## src/sv/slbp_pkg.sv

```systemverilog
`default_nettype none
// ----------------------------------------------------------------------------
// slbp_pkg
// Shared codes, register indexes and defaults for the slot button long-press
// and LED blink block.
// ----------------------------------------------------------------------------
package slbp_pkg;

   localparam int NUM_SLOTS_DEFAULT   = 4;
   localparam int COUNT_WIDTH_DEFAULT = 16;

   localparam int CSR_WIDTH       = 16;
   localparam int CSR_INDEX_WIDTH = 2;

   localparam logic [CSR_INDEX_WIDTH-1:0] CSR_LONG_PRESS   = 2'd0;
   localparam logic [CSR_INDEX_WIDTH-1:0] CSR_BLINK_LENGTH = 2'd1;
   localparam logic [CSR_INDEX_WIDTH-1:0] CSR_BLINK_HALF   = 2'd2;
   localparam logic [CSR_INDEX_WIDTH-1:0] CSR_BLINK_QUART  = 2'd3;

   localparam logic [CSR_WIDTH-1:0] LONG_PRESS_RESET   = 16'd8000;
   localparam logic [CSR_WIDTH-1:0] BLINK_LENGTH_RESET = 16'd4000;
   localparam logic [CSR_WIDTH-1:0] BLINK_HALF_RESET   = 16'd2000;
   localparam logic [CSR_WIDTH-1:0] BLINK_QUART_RESET  = 16'd1000;

   localparam logic FUNC_PRESS = 1'b0;
   localparam logic FUNC_TICK  = 1'b1;

   localparam logic [1:0] ST_UP    = 2'd0;
   localparam logic [1:0] ST_DOWN  = 2'd1;
   localparam logic [1:0] ST_SAVED = 2'd2;

   localparam logic [1:0] EV_NONE  = 2'd0;
   localparam logic [1:0] EV_SHORT = 2'd1;
   localparam logic [1:0] EV_SAVE  = 2'd2;

   typedef struct packed {
      logic [CSR_WIDTH-1:0] long_press;
      logic [CSR_WIDTH-1:0] blink_length;
      logic [CSR_WIDTH-1:0] blink_half;
      logic [CSR_WIDTH-1:0] blink_quarter;
   } csr_type;

endpackage
`default_nettype wire

```

## src/sv/slbp_state_mem.sv

```systemverilog
`default_nettype none
// ----------------------------------------------------------------------------
// slbp_state_mem
// Per-slot state memory with one write port and one registered read port.
// Entries not yet written since reset read as all zeros.
// ----------------------------------------------------------------------------
module slbp_state_mem #(
   parameter int DEPTH      = slbp_pkg::NUM_SLOTS_DEFAULT,
   parameter int ADDR_WIDTH = 2,
   parameter int DATA_WIDTH = 35
) (
   input  wire logic                  clock,
   input  wire logic                  reset,
   input  wire logic                  wr_en,
   input  wire logic [ADDR_WIDTH-1:0] wr_addr,
   input  wire logic [DATA_WIDTH-1:0] wr_data,
   input  wire logic                  rd_en,
   input  wire logic [ADDR_WIDTH-1:0] rd_addr,
   output logic      [DATA_WIDTH-1:0] rd_data
);

   logic [DATA_WIDTH-1:0] mem [DEPTH];
   logic [DEPTH-1:0]      valid_ff;
   logic [DATA_WIDTH-1:0] rd_data_ff;
   logic                  rd_valid_ff;

   always_ff @(posedge clock) begin
      if (wr_en) begin
         mem[wr_addr] <= wr_data;
      end
      if (rd_en) begin
         rd_data_ff <= mem[rd_addr];
      end
   end

   always_ff @(posedge clock) begin
      if (reset) begin
         valid_ff    <= '0;
         rd_valid_ff <= 1'b0;
      end else begin
         if (wr_en) begin
            valid_ff[wr_addr] <= 1'b1;
         end
         if (rd_en) begin
            rd_valid_ff <= valid_ff[rd_addr];
         end
      end
   end

   assign rd_data = rd_valid_ff ? rd_data_ff : '0;

endmodule
`default_nettype wire

```

## src/sv/slbp_update.sv

```systemverilog
`default_nettype none
// ----------------------------------------------------------------------------
// slbp_update
// Next-state logic for one slot: press transitions, hold counting with the
// long-press save, and the blink counter with its LED pattern.
// ----------------------------------------------------------------------------
module slbp_update #(
   parameter int COUNT_WIDTH = slbp_pkg::COUNT_WIDTH_DEFAULT
) (
   input  wire logic                   func,
   input  wire logic                   pressed,
   input  wire logic                   live,
   input  wire slbp_pkg::csr_type      csr,
   input  wire logic [1:0]             state_in,
   input  wire logic                   blink_on_in,
   input  wire logic [COUNT_WIDTH-1:0] hold_in,
   input  wire logic [COUNT_WIDTH-1:0] blink_cnt_in,
   output logic      [1:0]             state_out,
   output logic                        blink_on_out,
   output logic      [COUNT_WIDTH-1:0] hold_out,
   output logic      [COUNT_WIDTH-1:0] blink_cnt_out,
   output logic      [1:0]             event_out,
   output logic                        led_high
);

   localparam int CMP_WIDTH =
      ((COUNT_WIDTH > slbp_pkg::CSR_WIDTH) ? COUNT_WIDTH : slbp_pkg::CSR_WIDTH) + 1;

   logic [COUNT_WIDTH-1:0] long_limit;
   logic [COUNT_WIDTH-1:0] blink_limit;
   logic [CMP_WIDTH-1:0]   cnt_ext;
   logic [CMP_WIDTH-1:0]   quarter_ext;
   logic [CMP_WIDTH-1:0]   half_ext;
   logic [CMP_WIDTH-1:0]   half_end;

   assign long_limit  = COUNT_WIDTH'(csr.long_press);
   assign blink_limit = COUNT_WIDTH'(csr.blink_length);

   always_comb begin
      state_out     = state_in;
      blink_on_out  = blink_on_in;
      hold_out      = hold_in;
      blink_cnt_out = blink_cnt_in;
      event_out     = slbp_pkg::EV_NONE;
      if (func == slbp_pkg::FUNC_PRESS) begin
         if (pressed) begin
            if (state_in == slbp_pkg::ST_UP) begin
               state_out = slbp_pkg::ST_DOWN;
            end
         end else if (state_in == slbp_pkg::ST_DOWN) begin
            hold_out  = '0;
            state_out = slbp_pkg::ST_UP;
            event_out = slbp_pkg::EV_SHORT;
         end else if (state_in == slbp_pkg::ST_SAVED) begin
            hold_out  = '0;
            state_out = slbp_pkg::ST_UP;
         end
      end else begin
         if (state_in == slbp_pkg::ST_DOWN) begin
            hold_out = hold_in + 1'b1;
            if (!live && hold_out == long_limit) begin
               hold_out     = '0;
               state_out    = slbp_pkg::ST_SAVED;
               event_out    = slbp_pkg::EV_SAVE;
               blink_on_out = 1'b1;
            end
         end
         if (!live && blink_on_out) begin
            blink_cnt_out = blink_cnt_in + 1'b1;
            if (blink_cnt_out == blink_limit) begin
               blink_cnt_out = '0;
               blink_on_out  = 1'b0;
            end
         end
      end
   end

   assign cnt_ext     = CMP_WIDTH'(blink_cnt_out);
   assign quarter_ext = CMP_WIDTH'(csr.blink_quarter);
   assign half_ext    = CMP_WIDTH'(csr.blink_half);
   assign half_end    = half_ext + quarter_ext;

   assign led_high = blink_on_out &&
                     ((cnt_ext < quarter_ext) || (half_ext <= cnt_ext && cnt_ext < half_end));

endmodule
`default_nettype wire

```

## src/sv/slot_button_long_press_blink.sv

```systemverilog
`default_nettype none
// ----------------------------------------------------------------------------
// slot_button_long_press_blink
// Slot button short/long press detector with a per-slot LED blink.
// ----------------------------------------------------------------------------
// The block takes one request per clock cycle unless rsp_ready holds it back
// and returns one response for each: the accepting cycle reads the slot's
// entry from the state memory; when the response register is free it is
// updated, written back and used to load the response register. A request
// to the slot written back in the same cycle takes the new entry through a
// forwarding path, so no stall occurs. The highest slot is the live slot; it
// never saves and never blinks. Out-of-range requests leave all state alone.
// ----------------------------------------------------------------------------
module slot_button_long_press_blink #(
   parameter int NUM_SLOTS   = slbp_pkg::NUM_SLOTS_DEFAULT,
   parameter int COUNT_WIDTH = slbp_pkg::COUNT_WIDTH_DEFAULT
) (
   input  wire logic                                 clock,
   input  wire logic                                 reset,
   input  wire logic                                 csr_write,
   input  wire logic [slbp_pkg::CSR_INDEX_WIDTH-1:0] csr_index,
   input  wire logic [slbp_pkg::CSR_WIDTH-1:0]       csr_wdata,
   input  wire logic                                 req_valid,
   output logic                                      req_ready,
   input  wire logic                                 req_func,
   input  wire logic [$clog2(NUM_SLOTS)-1:0]         req_slot_index,
   input  wire logic                                 req_pressed,
   output logic                                      rsp_valid,
   input  wire logic                                 rsp_ready,
   output logic      [1:0]                           rsp_press_state,
   output logic      [1:0]                           rsp_press_event,
   output logic                                      rsp_blink_active,
   output logic                                      rsp_blink_high,
   output logic      [$clog2(NUM_SLOTS)-1:0]         rsp_left_slot,
   output logic      [$clog2(NUM_SLOTS)-1:0]         rsp_right_slot
);

   localparam int SLOT_WIDTH  = $clog2(NUM_SLOTS);
   localparam int ENTRY_WIDTH = 2 * COUNT_WIDTH + 3;
   localparam logic [SLOT_WIDTH-1:0] LIVE_SLOT = SLOT_WIDTH'(NUM_SLOTS - 1);

   slbp_pkg::csr_type csr_ff;

   logic                   s1_valid_ff;
   logic                   s1_func_ff;
   logic [SLOT_WIDTH-1:0]  s1_slot_ff;
   logic                   s1_pressed_ff;
   logic                   s1_in_range_ff;
   logic                   s1_fwd_hit_ff;
   logic [ENTRY_WIDTH-1:0] s1_fwd_data_ff;

   logic                   rsp_valid_ff;
   logic [1:0]             rsp_state_ff;
   logic [1:0]             rsp_event_ff;
   logic                   rsp_bon_ff;
   logic                   rsp_bhi_ff;
   logic [SLOT_WIDTH-1:0]  rsp_left_ff;
   logic [SLOT_WIDTH-1:0]  rsp_right_ff;

   logic [SLOT_WIDTH-1:0]  hist_left_ff;
   logic [SLOT_WIDTH-1:0]  hist_right_ff;
   logic [SLOT_WIDTH-1:0]  hist_left_in;
   logic [SLOT_WIDTH-1:0]  hist_right_in;

   logic                   accept;
   logic                   s1_advance;
   logic                   req_in_range;
   logic                   wr_en;
   logic [ENTRY_WIDTH-1:0] mem_rd_data;
   logic [ENTRY_WIDTH-1:0] cur_entry;
   logic [ENTRY_WIDTH-1:0] new_entry;
   logic                   s1_live;

   logic [1:0]             new_state;
   logic                   new_bon;
   logic [COUNT_WIDTH-1:0] new_hold;
   logic [COUNT_WIDTH-1:0] new_bcnt;
   logic [1:0]             new_event;
   logic                   new_led;
   logic [1:0]             out_event;

   always_ff @(posedge clock) begin
      if (reset) begin
         csr_ff.long_press    <= slbp_pkg::LONG_PRESS_RESET;
         csr_ff.blink_length  <= slbp_pkg::BLINK_LENGTH_RESET;
         csr_ff.blink_half    <= slbp_pkg::BLINK_HALF_RESET;
         csr_ff.blink_quarter <= slbp_pkg::BLINK_QUART_RESET;
      end else if (csr_write) begin
         case (csr_index)
            slbp_pkg::CSR_LONG_PRESS:   csr_ff.long_press    <= csr_wdata;
            slbp_pkg::CSR_BLINK_LENGTH: csr_ff.blink_length  <= csr_wdata;
            slbp_pkg::CSR_BLINK_HALF:   csr_ff.blink_half    <= csr_wdata;
            slbp_pkg::CSR_BLINK_QUART:  csr_ff.blink_quarter <= csr_wdata;
            default: begin
            end
         endcase
      end
   end

   assign s1_advance   = s1_valid_ff && (!rsp_valid_ff || rsp_ready);
   assign req_ready    = !s1_valid_ff || s1_advance;
   assign accept       = req_valid && req_ready;
   assign req_in_range = ({1'b0, req_slot_index} < (SLOT_WIDTH + 1)'(NUM_SLOTS));
   assign wr_en        = s1_advance && s1_in_range_ff;

   slbp_state_mem #(
      .DEPTH      (NUM_SLOTS),
      .ADDR_WIDTH (SLOT_WIDTH),
      .DATA_WIDTH (ENTRY_WIDTH)
   ) u_state_mem (
      .clock   (clock),
      .reset   (reset),
      .wr_en   (wr_en),
      .wr_addr (s1_slot_ff),
      .wr_data (new_entry),
      .rd_en   (accept && req_in_range),
      .rd_addr (req_slot_index),
      .rd_data (mem_rd_data)
   );

   always_ff @(posedge clock) begin
      if (reset) begin
         s1_valid_ff <= 1'b0;
      end else if (req_ready) begin
         s1_valid_ff <= req_valid;
      end
   end

   always_ff @(posedge clock) begin
      if (accept) begin
         s1_func_ff     <= req_func;
         s1_slot_ff     <= req_slot_index;
         s1_pressed_ff  <= req_pressed;
         s1_in_range_ff <= req_in_range;
         s1_fwd_hit_ff  <= wr_en && (s1_slot_ff == req_slot_index);
         s1_fwd_data_ff <= new_entry;
      end
   end

   assign cur_entry = s1_fwd_hit_ff ? s1_fwd_data_ff : mem_rd_data;
   assign s1_live   = (s1_slot_ff == LIVE_SLOT);

   slbp_update #(
      .COUNT_WIDTH (COUNT_WIDTH)
   ) u_update (
      .func          (s1_func_ff),
      .pressed       (s1_pressed_ff),
      .live          (s1_live),
      .csr           (csr_ff),
      .state_in      (cur_entry[ENTRY_WIDTH-1 -: 2]),
      .blink_on_in   (cur_entry[2*COUNT_WIDTH]),
      .hold_in       (cur_entry[2*COUNT_WIDTH-1 -: COUNT_WIDTH]),
      .blink_cnt_in  (cur_entry[COUNT_WIDTH-1:0]),
      .state_out     (new_state),
      .blink_on_out  (new_bon),
      .hold_out      (new_hold),
      .blink_cnt_out (new_bcnt),
      .event_out     (new_event),
      .led_high      (new_led)
   );

   assign new_entry = {new_state, new_bon, new_hold, new_bcnt};
   assign out_event = s1_in_range_ff ? new_event : slbp_pkg::EV_NONE;

   always_comb begin
      hist_left_in  = hist_left_ff;
      hist_right_in = hist_right_ff;
      if (out_event == slbp_pkg::EV_SHORT) begin
         hist_left_in  = hist_right_ff;
         hist_right_in = s1_slot_ff;
      end
   end

   always_ff @(posedge clock) begin
      if (reset) begin
         hist_left_ff  <= LIVE_SLOT;
         hist_right_ff <= LIVE_SLOT;
      end else if (s1_advance) begin
         hist_left_ff  <= hist_left_in;
         hist_right_ff <= hist_right_in;
      end
   end

   always_ff @(posedge clock) begin
      if (reset) begin
         rsp_valid_ff <= 1'b0;
      end else if (s1_advance) begin
         rsp_valid_ff <= 1'b1;
      end else if (rsp_ready) begin
         rsp_valid_ff <= 1'b0;
      end
   end

   always_ff @(posedge clock) begin
      if (s1_advance) begin
         rsp_state_ff <= s1_in_range_ff ? new_state : slbp_pkg::ST_UP;
         rsp_event_ff <= out_event;
         rsp_bon_ff   <= s1_in_range_ff && !s1_live && new_bon;
         rsp_bhi_ff   <= s1_in_range_ff && !s1_live && new_led;
         rsp_left_ff  <= hist_left_in;
         rsp_right_ff <= hist_right_in;
      end
   end

   assign rsp_valid        = rsp_valid_ff;
   assign rsp_press_state  = rsp_state_ff;
   assign rsp_press_event  = rsp_event_ff;
   assign rsp_blink_active = rsp_bon_ff;
   assign rsp_blink_high   = rsp_bhi_ff;
   assign rsp_left_slot    = rsp_left_ff;
   assign rsp_right_slot   = rsp_right_ff;

endmodule
`default_nettype wire

```

## config.mk

```make
export PLATFORM = sky130hd
export DESIGN_NAME = slot_button_long_press_blink
export DESIGN_NICKNAME = d
export VERILOG_FILES = /design/src/sv/slbp_pkg.sv /design/src/sv/slbp_state_mem.sv /design/src/sv/slbp_update.sv /design/src/sv/slot_button_long_press_blink.sv
export SDC_FILE = /design/constraint.sdc
export NUM_CORES = 1
export LEC_CHECK = 0
export BUFFER_PORTS_ARGS = -buffer_cell sky130_fd_sc_hd__buf_2
export CAP_MARGIN = 15
export CORE_ASPECT_RATIO = 1.1
export CORE_UTILIZATION = 30
export DETAILED_ROUTE_END_ITERATION = 8
export PLACE_DENSITY = 0.43
export SLEW_MARGIN = 20
export SYNTH_ARGS = -nofsm -noshare
export SYNTH_HDL_FRONTEND = slang
export SYNTH_SLANG_ARGS = --single-unit
```

## constraint.sdc

```tcl
create_clock -name clock -period 5.75 [get_ports clock]
set_input_delay 0 -clock clock [delete_from_list [all_inputs] [get_ports clock]]
set_output_delay 0 -clock clock [all_outputs]
set_load 0.03 [all_outputs]
```

---- After elaboration in Yosys (flattened, before gate mapping) ----
Memories as Yosys holds them, arrays and structs flattened. A register that Yosys moved wholly into a read port is not among the register bits.
Index checks and enable logic that the tools add are counted.
word-level totals
  latch bits .............................. 0
  memories ................................ 1
  ROM bits ................................ 0
  output and inout port bits .............. 12
  bits of input ports ..................... 27
  register bits after elaboration ......... 125
  logic and storage cells ................. 104
  bits in writable memories ............... 140
operators by class
  divide/modulo/power cells ............... 0
  equality and inequality tests ........... 10
  magnitude comparators ................... 6
  bitwise logic cells ..................... 1
  shift-type cells ........................ 0
  mux-type cells .......................... 39
  add/subtract/negate cells ............... 3
  reductions and logical operators ........ 23
  multiply operators ...................... 0
memory list
  memory           depth  bits a word  rd ports  clocked after memory_dff  write ports  RTL line              source
  u_state_mem.mem  4      35           1         1                         1            slbp_state_mem.sv:22  logic [DATA_WIDTH-1:0] mem [DEPTH];
operators with widths
  kind                     number
  $mux W16                 9
  $mux W35                 2
  $add A16 B1 Y16 const B  2
  $eq A16 B16 Y1           2
  $mux W2                  13
  $add A16 B16 Y17         1
  $lt A16 B17 Y1           1
  $le A16 B16 Y1           1
  $lt A16 B16 Y1           1
  $mux W1                  13
  $logic_and A1 B1 Y1      10
  $eq A2 B2 Y1 const B     4
  $reduce_and A2 Y1        4
  $eq A2 B1 Y1 const B     3
  $lt A2 B3 Y1 const B     2
  $logic_not A2 Y1         2
  $or A4 B4 Y4             1
  $logic_not A1 Y1         3
  $logic_or A1 B1 Y1       3
  $bmux W1 S2              1
  $demux W1 S2             1
  $eq A2 B2 Y1             1
  $ge A2 B1 Y1 const B     1
  $reduce_bool A2 Y1       1

---- Depth between registers and ports, before layout ----
Gate-level depths: netlist of run 1.
  word-level depth ........................ 16
  gate-level depth with buffers ........... 34
  depth with buffers taken out ............ 27

---- By module ----
Synthesis of run 1 repeated with hierarchy kept, for this count alone.
second synthesis, totals
  cells, all modules ...................... 1257
  area, all modules ....................... 15129.5 µm²
modules (own cells, without submodules)
  module                        cells an instance  seq. area each (µm²)  area each (µm²)  instances
  slbp_state_mem                278                5355.1                6617.6           1
  slot_button_long_press_blink  413                2902.8                4578.1           1
  slbp_update                   566                0.0                   3933.8           1

---- Least setup slack after synthesis of run 1 ----
OpenSTA, ideal clock, no wires.
  path type ............................... reg2reg
  from .................................... register s1_fwd_hit_ff
  to ...................................... register rsp_bhi_ff (netlist: rsp_blink_high) (data pin)
  slack ................................... -174 ps
  library setup time ...................... 266 ps
  arrival time ............................ 5657 ps
  cell stages (with the launch flop) ...... 31
  buffers on the path ..................... 9
  clock period less this slack ............ 5924 ps
  data required time ...................... 5484 ps
  cells stage by stage .................... edfxtp_1 buf_4 buf_6 buf_6 buf_6 buf_2 buf_1 nor2_1 a21oi_1 inv_1 ha_1 buf_2 nand3_1 a222oi_1 xnor3_1 nor3b_2 nand4_1 nor4_2 or2_1 buf_6 nand2_1 clkbuf_1 o22ai_1 inv_1 ha_1 nand4_1 or2_2 o221ai_1 a311oi_2 a311oi_1 o31ai_1
on the way
  word-level cells in the longest chain between the ends .. 15
  elaborated cells on any way between the ends .. 24
  those cells by class .................... 2 x add/sub; 3 x order compare; 3 x eq/ne; 10 x mux; 6 x reduce/logical
ends and longest elaborated chain
  what                                                     RTL line                             source
  start, declared                                          slot_button_long_press_blink.sv:49   logic s1_fwd_hit_ff;
  start signal, assigned                                   slot_button_long_press_blink.sv:135  s1_fwd_hit_ff <= wr_en && (s1_slot_ff == req_slot_index);
  $mux W35 *                                               slot_button_long_press_blink.sv:140  assign cur_entry = s1_fwd_hit_ff ? s1_fwd_data_ff : mem_rd_data;
  $add A16 B1 Y16                                          slbp_update.sv:60                    hold_out = hold_in + 1'b1;
  $eq A16 B16 Y1                                           slbp_update.sv:61                    if (!live && hold_out == long_limit) begin
  $logic_and A1 B1 Y1                                      slbp_update.sv:61
  $mux W1                                                  slbp_update.sv:61
  $mux W1                                                  slbp_update.sv:59                    if (state_in == slbp_pkg::ST_DOWN) begin
  $mux W1                                                  slbp_update.sv:45                    if (func == slbp_pkg::FUNC_PRESS) begin
  $logic_and A1 B1 Y1                                      slbp_update.sv:68                    if (!live && blink_on_out) begin
  $mux W16                                                 slbp_update.sv:68
  $mux W16 *                                               slbp_update.sv:45
  net new_bcnt[12]                                         slot_button_long_press_blink.sv:77   logic [COUNT_WIDTH-1:0] new_bcnt;
  $lt A16 B17 Y1 / $le A16 B16 Y1 (equally long branches)  slbp_update.sv:84                    ((cnt_ext < quarter_ext) || (half_ext <= cnt_ext && cnt_ext < half_end));
  $logic_and A1 B1 Y1                                      slbp_update.sv:84
  $logic_or A1 B1 Y1 *                                     slbp_update.sv:84
  $logic_and A1 B1 Y1 *                                    slbp_update.sv:83                    assign led_high = blink_on_out &&
  $logic_and A1 B1 Y1 *                                    slot_button_long_press_blink.sv:199  rsp_bhi_ff <= s1_in_range_ff && !s1_live && new_led;
  end signal, assigned                                     slot_button_long_press_blink.sv:199
  end, declared                                            slot_button_long_press_blink.sv:56   logic rsp_bhi_ff;
The timed path passes the listed nets; every way through them passes the cells marked *. The select of a mux whose other input is x is not followed.
A chain may end at the register's enable or synchronous reset.

---- Worst setup path in the final report of run 1 ----
Same ends and word-level chain as after synthesis.

==> results of run 1 <==
worst max-delay path, stage by stage (launching register included):
cell	delay (ns)
edfxtp_1	0.46
buf_6	0.23
and2b_1	0.30
a22o_1	0.21
ha_1	0.18
inv_1	0.06
a21oi_1	0.12
buf_4	0.15
nand4_2	0.12
or3_1	0.36
a32o_1	0.23
a21oi_2	0.27
nand4_4	0.21
buf_4	0.25
a22oi_1	0.27
inv_1	0.11
ha_1	0.31
nor2b_1	0.12
o21ai_0	0.07
nand2b_1	0.11
a41oi_1	0.05
or3_1	0.39
a2111oi_0	0.48
o31ai_1	0.11
power by group:
part	switching [W]	internal [W]	leakage, nW	total (W)
registers	0.0000500	0.00242	2.74	0.00247
logic	0.000313	0.000202	3.21	0.000515
clock network	0.000911	0.00138	0.578	0.00229
total	0.00127	0.00400	6.53	0.00528
metrics by stage:
| stage | instances | utilization, % | instance area [um^2] |
|---|---|---|---|
| 3_3_place_gp | 2001 | 32.6 | 16300 |
| 3_5_place_dp | 2001 | 32.6 | 16300 |
| 4_1_cts | 2087 | 35.4 | 17800 |
| 6_report | 2094 | 35.6 | 17900 |
| 5_1_grt | 2094 | 35.6 | 17900 |
| 2_1_floorplan | 1321 | - | 15200 |
final timing paths:
path / endpoint / start / depth (start not counted)
max reg2reg: rsp_blink_high$_DFFE_PP_ / s1_fwd_hit_ff$_DFFE_PP_ / 23
max: rsp_blink_high$_DFFE_PP_ / s1_fwd_hit_ff$_DFFE_PP_ / 23
min: csr_ff[21]$_SDFFE_PP0P_ / csr_index[0] / 4
min reg2reg: csr_ff[53]$_SDFFE_PP0P_ / csr_ff[53]$_SDFFE_PP0P_ / 2
timing repair:
item | CTS | global route
hold buffers | 22 | 0
buffers inserted | 0 | 7
pin swaps | 0 | 6
endpoints found under the setup margin | 1 | 1
gates resized for setup | 6 | 7
hold endpoints to repair | 68 | 0
cloned | 0 | 0
flip-flops by register name (all words and copies together), names as in the netlist:
| register | cells |
|---|---|
| u_state_mem.rd_data_ff | 35 |
| u_state_mem.valid_ff | 4 |
| s1_fwd_data_ff | 35 |
| rsp_left_slot | 2 |
| rsp_press_state | 2 |
| s1_valid_ff | 1 |
| s1_pressed_ff | 1 |
| s1_fwd_hit_ff | 1 |
| u_state_mem.rd_valid_ff | 1 |
| s1_slot_ff | 2 |
| hist_right_ff | 2 |
| u_state_mem.mem | 140 |
| rsp_valid | 1 |
| rsp_press_event | 2 |
| rsp_blink_active | 1 |
| csr_ff | 64 |
| rsp_right_slot | 2 |
| hist_left_ff | 2 |
| s1_func_ff | 1 |
| rsp_blink_high | 1 |
synthesized netlist by cell type, types with 11 or more instances:
library cell	number
o21ai_0	45
nand3b_1	24
nor2b_1	11
xnor2_1	37
nor2_1	56
nand4_1	17
a21o_1	17
nor3_1	17
and2_1	15
mux4_2	36
xor2_1	20
edfxtp_1	225
nand4b_1	13
o22ai_1	13
ha_1	60
inv_1	53
clkbuf_1	37
nand2_1	209
a21oi_1	97
a22o_1	15
nand3_1	32
a22oi_1	15
a211o_1	13
dfxtp_1	75
layer usage:
layer | vias up | part of all wire (%) | track usage [%]
met5 | - | 0 | 0
met4 | 0 | 2.8 | 5.53
met2 | 198 | 48 | 28.6
met1 | 5199 | 45 | 22.0
met3 | 65 | 3.6 | 2.86
li1 | 5109 | - | -
cell families (layout without fill, tap and decap cells):
family | Yosys count | count (layout) | share of synthesized area (%)
fa+ha+maj | 61 | 61 | 5.06
simple gates | 455 | 455 | 15.3
mux | 38 | 38 | 5.47
flops | 300 | 300 | 54.2
xor+xnor | 61 | 61 | 3.83
compound gates | 289 | 289 | 12.7
buf+inv | 117 | 230 | 3.40
area by class of cell:
class / instances / share of cell area (%)
clock buffer: 47 / 5.66
sequential: 300 / 46.3
tap: 660 / 4.63
multi-input combinational: 904 / 36.7
inverter: 53 / 1.11
timing repair buffer: 113 / 4.62
clock inverter: 17 / 0.981
==> impl_metrics.py, run 1 <==
metrics = {
    "run_status": {
        "outcome": "finished clean",
    },
    "critical_path": {
        "regToRegSetupSlack_ns": 0.31,
        "cp_max_fo": 33,
        "timing.critical_path.from_type": "register",
        "arrival_ns": 5.72,
        "crit_path_end_kind": "register",
        "required_ns": 6.03,
        "worstSetupPathType": "reg -> reg",
    },
    "global_route": {
        "grt_use_total_pct": 17.0,
        "grt_max_degree": 76,
        "grt_pass1_vias": 10334,
        "grt_antenna_before_repair": 0,
        "grt_pass1_wl_mm": 64.9,
        "grt_overflow": 0,
    },
    "final_layout": {
        "layout.cells.most_common_list": "225 x edfxtp_1, 208 x nand2_1, 97 x a21oi_1",
        "final_common_cell": "edfxtp_1",
        "drive_above_1_share_pct": 16.0,
        "areaGrowthSynthToFinish_pct": 17.3,
        "seq_area_um2": 8260,
        "multi_input_area_um2": 6560,
        "antenna_cells": 0,
        "nNetsFinal": 1496,
        "fillers": 5018,
    },
    "floorplanning": {
        "die_y_um": 238,
        "die_area_um2": 51700,
        "io_pins": 39,
        "initial_utilization_pct": 30.4,
        "core_area_um2": 50100,
        "die_w_um": 217,
        "core.rowCount": 86,
    },
    "synthesis": {
        "synth-seq-area-share_pct": 54.2,
        "yosys.area.top_type": "edfxtp_1",
        "synth_cell_types": 86,
        "avgSynthCellArea_um2": 11.5,
        "synth_seq_cells": 300,
        "synth-edff-count": 225,
        "yosysWarnings": 0,
        "synthesis.area_um2": 15200,
        "synthTopCellsByArea": "edfxtp_1 44%, dfxtp_1 9.9%, mux4_2 5.3%",
        "synth_top_area_share_pct": 44.4,
        "syn-num-nets": 1409,
        "synth-async-reset-ratio_pct": 0,
        "synthFlopType": "edfxtp_1",
        "synthCells": 1321,
    },
    "timing": {
        "hold_violations": 0,
        "slew_headroom_pct": 29.5,
        "fin_ws_ns": 0.307,
        "setup_tns_ns": 0,
        "setup_violations": 0,
        "hold_slack_ns": 0.0396,
        "tightest_slew_ns": 1.05,
        "finalCriticalPeriod_ns": 5.44,
        "fin_skew_ns": 0.0238,
        "rsz0062_at_grt": "false",
        "fmax_ghz": 0.184,
        "post-route-period-util_pct": 94.7,
        "slew_viol_final": 0,
    },
    "clock_network": {
        "path_clk_slew_ns": 0.06,
        "cts.sinks": 300,
        "clock-root-buffer": "clkbuf_16",
        "clkLatencyLatePin_ns": 0.55,
        "clock_path_buffers": 3,
        "cts_buffers": 36,
        "cts_tree": "done",
        "htreeDepth": 2,
    },
    "power_and_ir_drop": {
        "p_leak_nw": 6.53,
        "power_density_nw_per_um2": 295,
        "total_power_w": 0.00528,
        "ir_worst_vdd_uv": 179,
    },
    "drt": {
        "drt-initial-drc-count": 663,
        "num_vias": 10571,
        "ant_nets": 0,
        "drt_pass1_iterations": 6,
        "routedWlPerCell_um": 20.6,
        "drt_wl_total_mm": 43.1,
        "drc": 0,
        "viasPerCell": 5.05,
    },
    "hold_path": {
        "holdCritPathClass": "in -> reg",
    },
    "flow_run": {
        "drv_cap": 0,
    },
    "placed_design": {
        "portBuffers": 38,
        "pre_cts_ws_ns": -0.182,
        "post-dp-hpwl_mm": 30.7,
        "gp_congestion": 0.879,
    },
}
Power figures use the tool's default switching activity.
==> run 2: changes to the inputs <==
CORE_MARGIN = 2   (was not set)
==> run 2 against run 1 <==
Compared with the run above: die area rose by 1.8%; routed wire length rose by 1.8%; total power fell by 3.2%; critical endpoint unchanged; final area fell by 0.50%; critical path depth rose by 5; largest power group unchanged; via count rose by 0.61%; clock power fell by 8%; cell count barely moved; combinational power barely moved; critical path type unchanged; maximum frequency barely moved; clock skew fell by 0.011 ns.
==> impl_metrics.py, run 2 (same netlist as run 1, synthesis figures left out) <==
metrics = {
    "power_and_ir_drop": {
        "power_density_nw_per_um2": 287,
        "ir_worst_vdd_uv": 184,
        "p_leak_nw": 6.50,
    },
    "timing": {
        "fin_ws_ns": 0.309,
        "hold_slack_ns": 0.0313,
        "slew_viol_final": 0,
        "hold_violations": 0,
        "post-route-period-util_pct": 94.6,
        "setup_tns_ns": 0,
        "setup_violations": 0,
        "fin_skew_ns": 0.0129,
        "tightest_slew_ns": 1.00,
        "fmax_ghz": 0.184,
        "slew_headroom_pct": 32.7,
        "finalCriticalPeriod_ns": 5.44,
    },
    "placed_design": {
        "gp_congestion": 0.917,
        "dpl_cell_area_um2": 16400,
        "dp.cells": 2009,
        "pre_cts_ws_ns": -0.0703,
        "post-dp-hpwl_mm": 30.7,
        "portBuffers": 38,
    },
    "global_route": {
        "grt_pass1_vias": 10674,
        "grt_overflow": 0,
        "grt_max_degree": 76,
        "grt_antenna_before_repair": 0,
        "grt_use_total_pct": 17.0,
        "grt_pass1_wl_mm": 66.6,
    },
    "final_layout": {
        "top_regs": "u_state_mem.mem: 140 flops, csr_ff: 64 flops",
        "areaGrowthSynthToFinish_pct": 16.7,
        "final_common_cell": "edfxtp_1",
        "nNetsFinal": 1499,
        "largest_reg_flops": 140,
        "antenna_cells": 0,
        "drive_above_1_share_pct": 16.2,
        "layout.cells.most_common_list": "225 x edfxtp_1, 208 x nand2_1, 96 x a21oi_1",
        "stdcell_count": 2096,
        "regMostFlops": "u_state_mem.mem",
        "design_area_um2": 17800,
    },
    "critical_path": {
        "worstSetupPathType": "reg -> reg",
        "cp_top_family": "compound AO/OA/AOI/OAI gates",
        "worstSetupStartpoint": "s1_fwd_hit_ff$_DFFE_PP_",
        "required_ns": 6.12,
        "crit_path_end_kind": "register",
        "r2r-start": "s1_fwd_hit_ff$_DFFE_PP_",
        "critPathMaxStageDelay_ns": 0.44,
        "cp_num_buf_inv": 5,
        "crit_slowest_cell": "edfxtp_1",
        "timing.critical_path.from_type": "register",
        "arrival_ns": 5.81,
        "cp_max_fo": 33,
    },
    "drt": {
        "ant_nets": 0,
        "num_vias": 10635,
        "routedWlPerCell_um": 20.9,
        "drt-initial-drc-count": 715,
        "drt_wl_total_mm": 43.9,
        "drc": 0,
        "viasPerCell": 5.07,
        "drt_pass1_iterations": 5,
    },
    "floorplanning": {
        "die_area_um2": 52600,
        "core.rowCount": 86,
        "die_y_um": 240,
        "core_area_um2": 50100,
        "io_pins": 39,
        "die_w_um": 219,
        "initial_utilization_pct": 30.4,
    },
    "clock_network": {
        "cts_buffers": 36,
        "clock_path_buffers": 3,
        "clock-root-buffer": "clkbuf_16",
        "cts.sinks": 300,
        "cts_tree": "done",
        "clkLatencyLatePin_ns": 0.54,
        "path_clk_slew_ns": 0.06,
        "htreeDepth": 2,
    },
    "flow_run": {
        "drv_cap": 0,
    },
    "hold_path": {
        "holdCritPathClass": "in -> reg",
        "hold_path.startpoint": "csr_index[1]",
    },
    "run_status": {
        "outcome": "finished clean",
    },
}
## run 2: changes by cell type in the layout (fill, tap and decap cells not counted), sizes merged
cell,change
buf,+4
bufinv,-3
clkinv,+3
inv,-2
clkbuf,+1
dlygate4sd3,-1
## run 2: per-layer routing
| layer | track usage [%] | share of wire [%] | vias up |
|---|---|---|---|
| met5 | 0.476 | 0.064 | - |
| met3 | 2.25 | 3.2 | 70 |
| met2 | 28.9 | 49 | 193 |
| li1 | - | - | 5120 |
| met4 | 5.84 | 2.8 | 2 |
| met1 | 22.2 | 45 | 5250 |
## run 2: report_power, final
part           leakage [nW]  switching, W  total, W  internal, W
logic                  3.22      0.000316  0.000518     0.000202
clock network         0.533      0.000895   0.00211      0.00122
registers              2.74     0.0000508   0.00247      0.00242
total                  6.50       0.00126   0.00511      0.00384
## run 2: worst paths after layout
path	cells after the start	slack, ns	end
min	4	0.03	csr_ff[55]$_SDFFE_PP0P_
max	28	0.31	rsp_blink_high$_DFFE_PP_
min reg2reg	2	0.46	u_state_mem.valid_ff[0]$_SDFFE_PP0P_
max reg2reg	28	0.31	rsp_blink_high$_DFFE_PP_
## run 2: repair_timing
item / CTS / global route
resized for setup: 2 / 13
endpoints found under the setup margin: 1 / 1
pin swaps: 0 / 6
endpoints found under the hold margin: 68 / 0
setup buffers: 0 / 3
hold buffers: 21 / 0
## run 2: final cells by class
cell class                      instances  area [um^2]
Inverter                               53          199
Fill cell                            5048        32400
Sequential cell                       300         8260
Tap cell                              660          826
Timing Repair Buffer                  116          853
Clock inverter                         15         81.3
Clock buffer                           48          998
Multi-Input combinational cell        904         6550
## run 2: tightest hold or removal path: stages
cell	delay [ns]
buf_2	0.19
nor3b_2	0.17
nand2_1	0.10
a21oi_1	0.05
## run 2: stage by stage
stage	power, W	util, %
6_report	0.00511	35.4
3_3_place_gp	0.00302	32.7
2_1_floorplan	0.00285	-
5_1_grt	0.00532	35.4
4_1_cts	0.00518	35.3
3_5_place_dp	0.00303	32.7
==> run 3: changes to the inputs <==
CORE_UTILIZATION = 25   (was 30)
PLACE_DENSITY = 0.37   (was 0.43)
==> run 3 against run 2 <==
Compared with the run above: maximum frequency up 1.0%; critical path depth did not move; clock skew is 0.0051 ns higher; clock power rose by 9.5%; flip-flop and latch count unchanged; worst setup slack improved by 0.056 ns; via count up 0.69%; largest cell class unchanged.
==> impl_metrics.py, run 3 (same netlist as run 1, synthesis figures left out) <==
metrics = {
    "floorplanning": {
        "die_y_um": 263,
        "die_w_um": 239,
        "core_area_um2": 60000,
        "die_area_um2": 62900,
        "core.rowCount": 94,
        "initial_utilization_pct": 25.4,
        "io_pins": 39,
    },
    "final_layout": {
        "regMostFlops": "u_state_mem.mem",
        "fillers": 6128,
        "largest_reg_flops": 140,
        "areaGrowthSynthToFinish_pct": 19.7,
        "nNetsFinal": 1520,
        "top_regs": "u_state_mem.mem: 140 flops, csr_ff: 64 flops",
        "seq_area_um2": 8260,
        "final_common_cell": "edfxtp_1",
        "multi_input_area_um2": 6560,
        "layout.cells.most_common_list": "225 x edfxtp_1, 208 x nand2_1, 97 x a21oi_1",
        "drive_above_1_share_pct": 16.9,
        "fin_util_pct": 30.4,
    },
    "drt": {
        "drc": 0,
        "routedWlPerCell_um": 20.3,
        "drt-initial-drc-count": 572,
        "drt_pass1_iterations": 5,
        "drt_wl_total_mm": 45.3,
        "ant_nets": 0,
        "num_vias": 10708,
        "viasPerCell": 4.80,
    },
    "power_and_ir_drop": {
        "p_leak_nw": 6.67,
        "power_density_nw_per_um2": 292,
        "internal-power_w": 0.00401,
        "p_comb_share_pct": 10.0,
        "total_power_w": 0.00532,
        "p_clk_share_pct": 43.5,
        "power_frac_seq_pct": 46.6,
        "p_sw_w": 0.00131,
        "power_switching_share_pct": 24.6,
        "ir_worst_vdd_uv": 196,
    },
    "critical_path": {
        "cp_max_fo": 37,
        "crit_top_cell": "a21oi_1",
        "worstSetupPathType": "reg -> reg",
        "arrival_ns": 5.77,
        "crit_path_end_kind": "register",
        "crit_slowest_cell": "edfxtp_1",
        "required_ns": 6.13,
        "timing.critical_path.from_type": "register",
        "critPathMaxStageDelay_ns": 0.41,
    },
    "clock_network": {
        "cts.sinks": 300,
        "cts_tree": "done",
        "path_clk_slew_ns": 0.06,
        "clock_path_buffers": 3,
        "clock-root-buffer": "clkbuf_16",
        "htreeDepth": 2,
        "clkLatencyLatePin_ns": 0.56,
        "cts_buffers": 37,
    },
    "timing": {
        "hold_violations": 0,
        "setup_tns_ns": 0,
        "post-route-period-util_pct": 93.7,
        "tightest_slew_ns": 1.02,
        "fin_skew_ns": 0.0180,
        "slew_headroom_pct": 31.6,
        "slew_viol_final": 0,
        "finalCriticalPeriod_ns": 5.39,
        "setup_violations": 0,
        "fmax_ghz": 0.186,
    },
    "global_route": {
        "grt_max_degree": 55,
        "grt_overflow": 0,
        "grt_antenna_before_repair": 0,
        "grt_pass1_vias": 10696,
        "grt_pass1_wl_mm": 69.0,
        "grt_use_total_pct": 14.7,
    },
    "placed_design": {
        "portBuffers": 38,
        "post-dp-hpwl_mm": 32.8,
        "gp_congestion": 0.868,
    },
    "flow_run": {
        "drv_cap": 0,
    },
    "run_status": {
        "outcome": "finished clean",
    },
    "hold_path": {
        "holdCritPathClass": "in -> reg",
    },
}
==> run 3: changes by cell type in the layout (fill, tap and decap cells not counted), moves of 3 or more <==
cell / previous run / this run
buf_4: 55 / 66
clkbuf_1: 9 / 5
bufinv_16: 0 / 3
dlygate4sd3_1: 21 / 29
clkinv_1: 2 / 8
inv_6: 0 / 4
clkinv_2: 10 / 7
==> run 3: metal layers <==
layer  vias to the layer above  GRT usage [%]  share of wire (%)  routed length, um
met5                         -              0                  0                  0
met4                         0           4.39                2.2               1010
met3                        63           2.29                2.8               1250
met2                       162           24.0                 48              21800
met1                      5296           19.8                 47              21300
li1                       5187              -                  -                  -
==> run 3: area by class of cell <==
class,count,share of cell area (%)
inverter,53,1.09
antenna,1,0.0137
sequential,300,45.3
timing repair buffer,136,5.69
clock inverter,24,1.13
multi-input combinational,904,36.0
clock buffer,44,5.46
tap,768,5.27
==> run 3: path summary, 6_finish.rpt <==
path                           startpoint                  endpoint  slack [ns]  depth (start not counted)
setup / recovery  s1_fwd_hit_ff$_DFFE_PP_  rsp_blink_high$_DFFE_PP_        0.36                         28
hold / removal                  csr_write   csr_ff[31]$_SDFFE_PP0P_        0.06                          5
setup reg to reg  s1_fwd_hit_ff$_DFFE_PP_  rsp_blink_high$_DFFE_PP_        0.36                         28
hold reg to reg   csr_ff[50]$_SDFFE_PP0P_   csr_ff[50]$_SDFFE_PP0P_        0.47                          2
==> run 3: power by group through the flow <==
| stage | clock network (W) | logic [W] | registers, W |
|---|---|---|---|
| floorplan | 0 | 0.000340 | 0.00251 |
| global placement | 0 | 0.000516 | 0.00252 |
| detailed placement | 0 | 0.000518 | 0.00252 |
| CTS | 0.00240 | 0.000535 | 0.00248 |
| global route | 0.00248 | 0.000592 | 0.00249 |
| finish | 0.00231 | 0.000531 | 0.00248 |
==> run 3: repair_timing <==
action | in CTS | in global routing
endpoints found under the hold margin | 93 | 0
buffers inserted | 0 | 6
hold buffers | 29 | 0
pin swaps | 0 | 6
gates resized for setup | 2 | 11
setup endpoints to repair | 1 | 1
==> run 3: through the flow <==
step / setup slack, ns / cell area, um^2 / hold slack (ns) / std cells
3_5_place_dp: -0.0421 / 16600 / 0.181 / 2126
5_1_grt: -0.0225 / 18200 / 0.0626 / 2229
3_3_place_gp: 0.0591 / 16600 / 0.182 / 2126
4_1_cts: 0.0297 / 18100 / 0.0539 / 2223
6_report: 0.364 / 18200 / 0.0596 / 2230
2_1_floorplan: 0.0774 / 15200 / 0.0989 / 1321
==> run 3: critical path: cells and delay by family, from the launching register on <==
family,cells,cell delay [ns]
flops,1,0.41
fa+ha+maj,2,0.51
compound gates,11,1.96
simple gates,10,1.41
xor+xnor,1,0.29
buf+inv,4,0.64
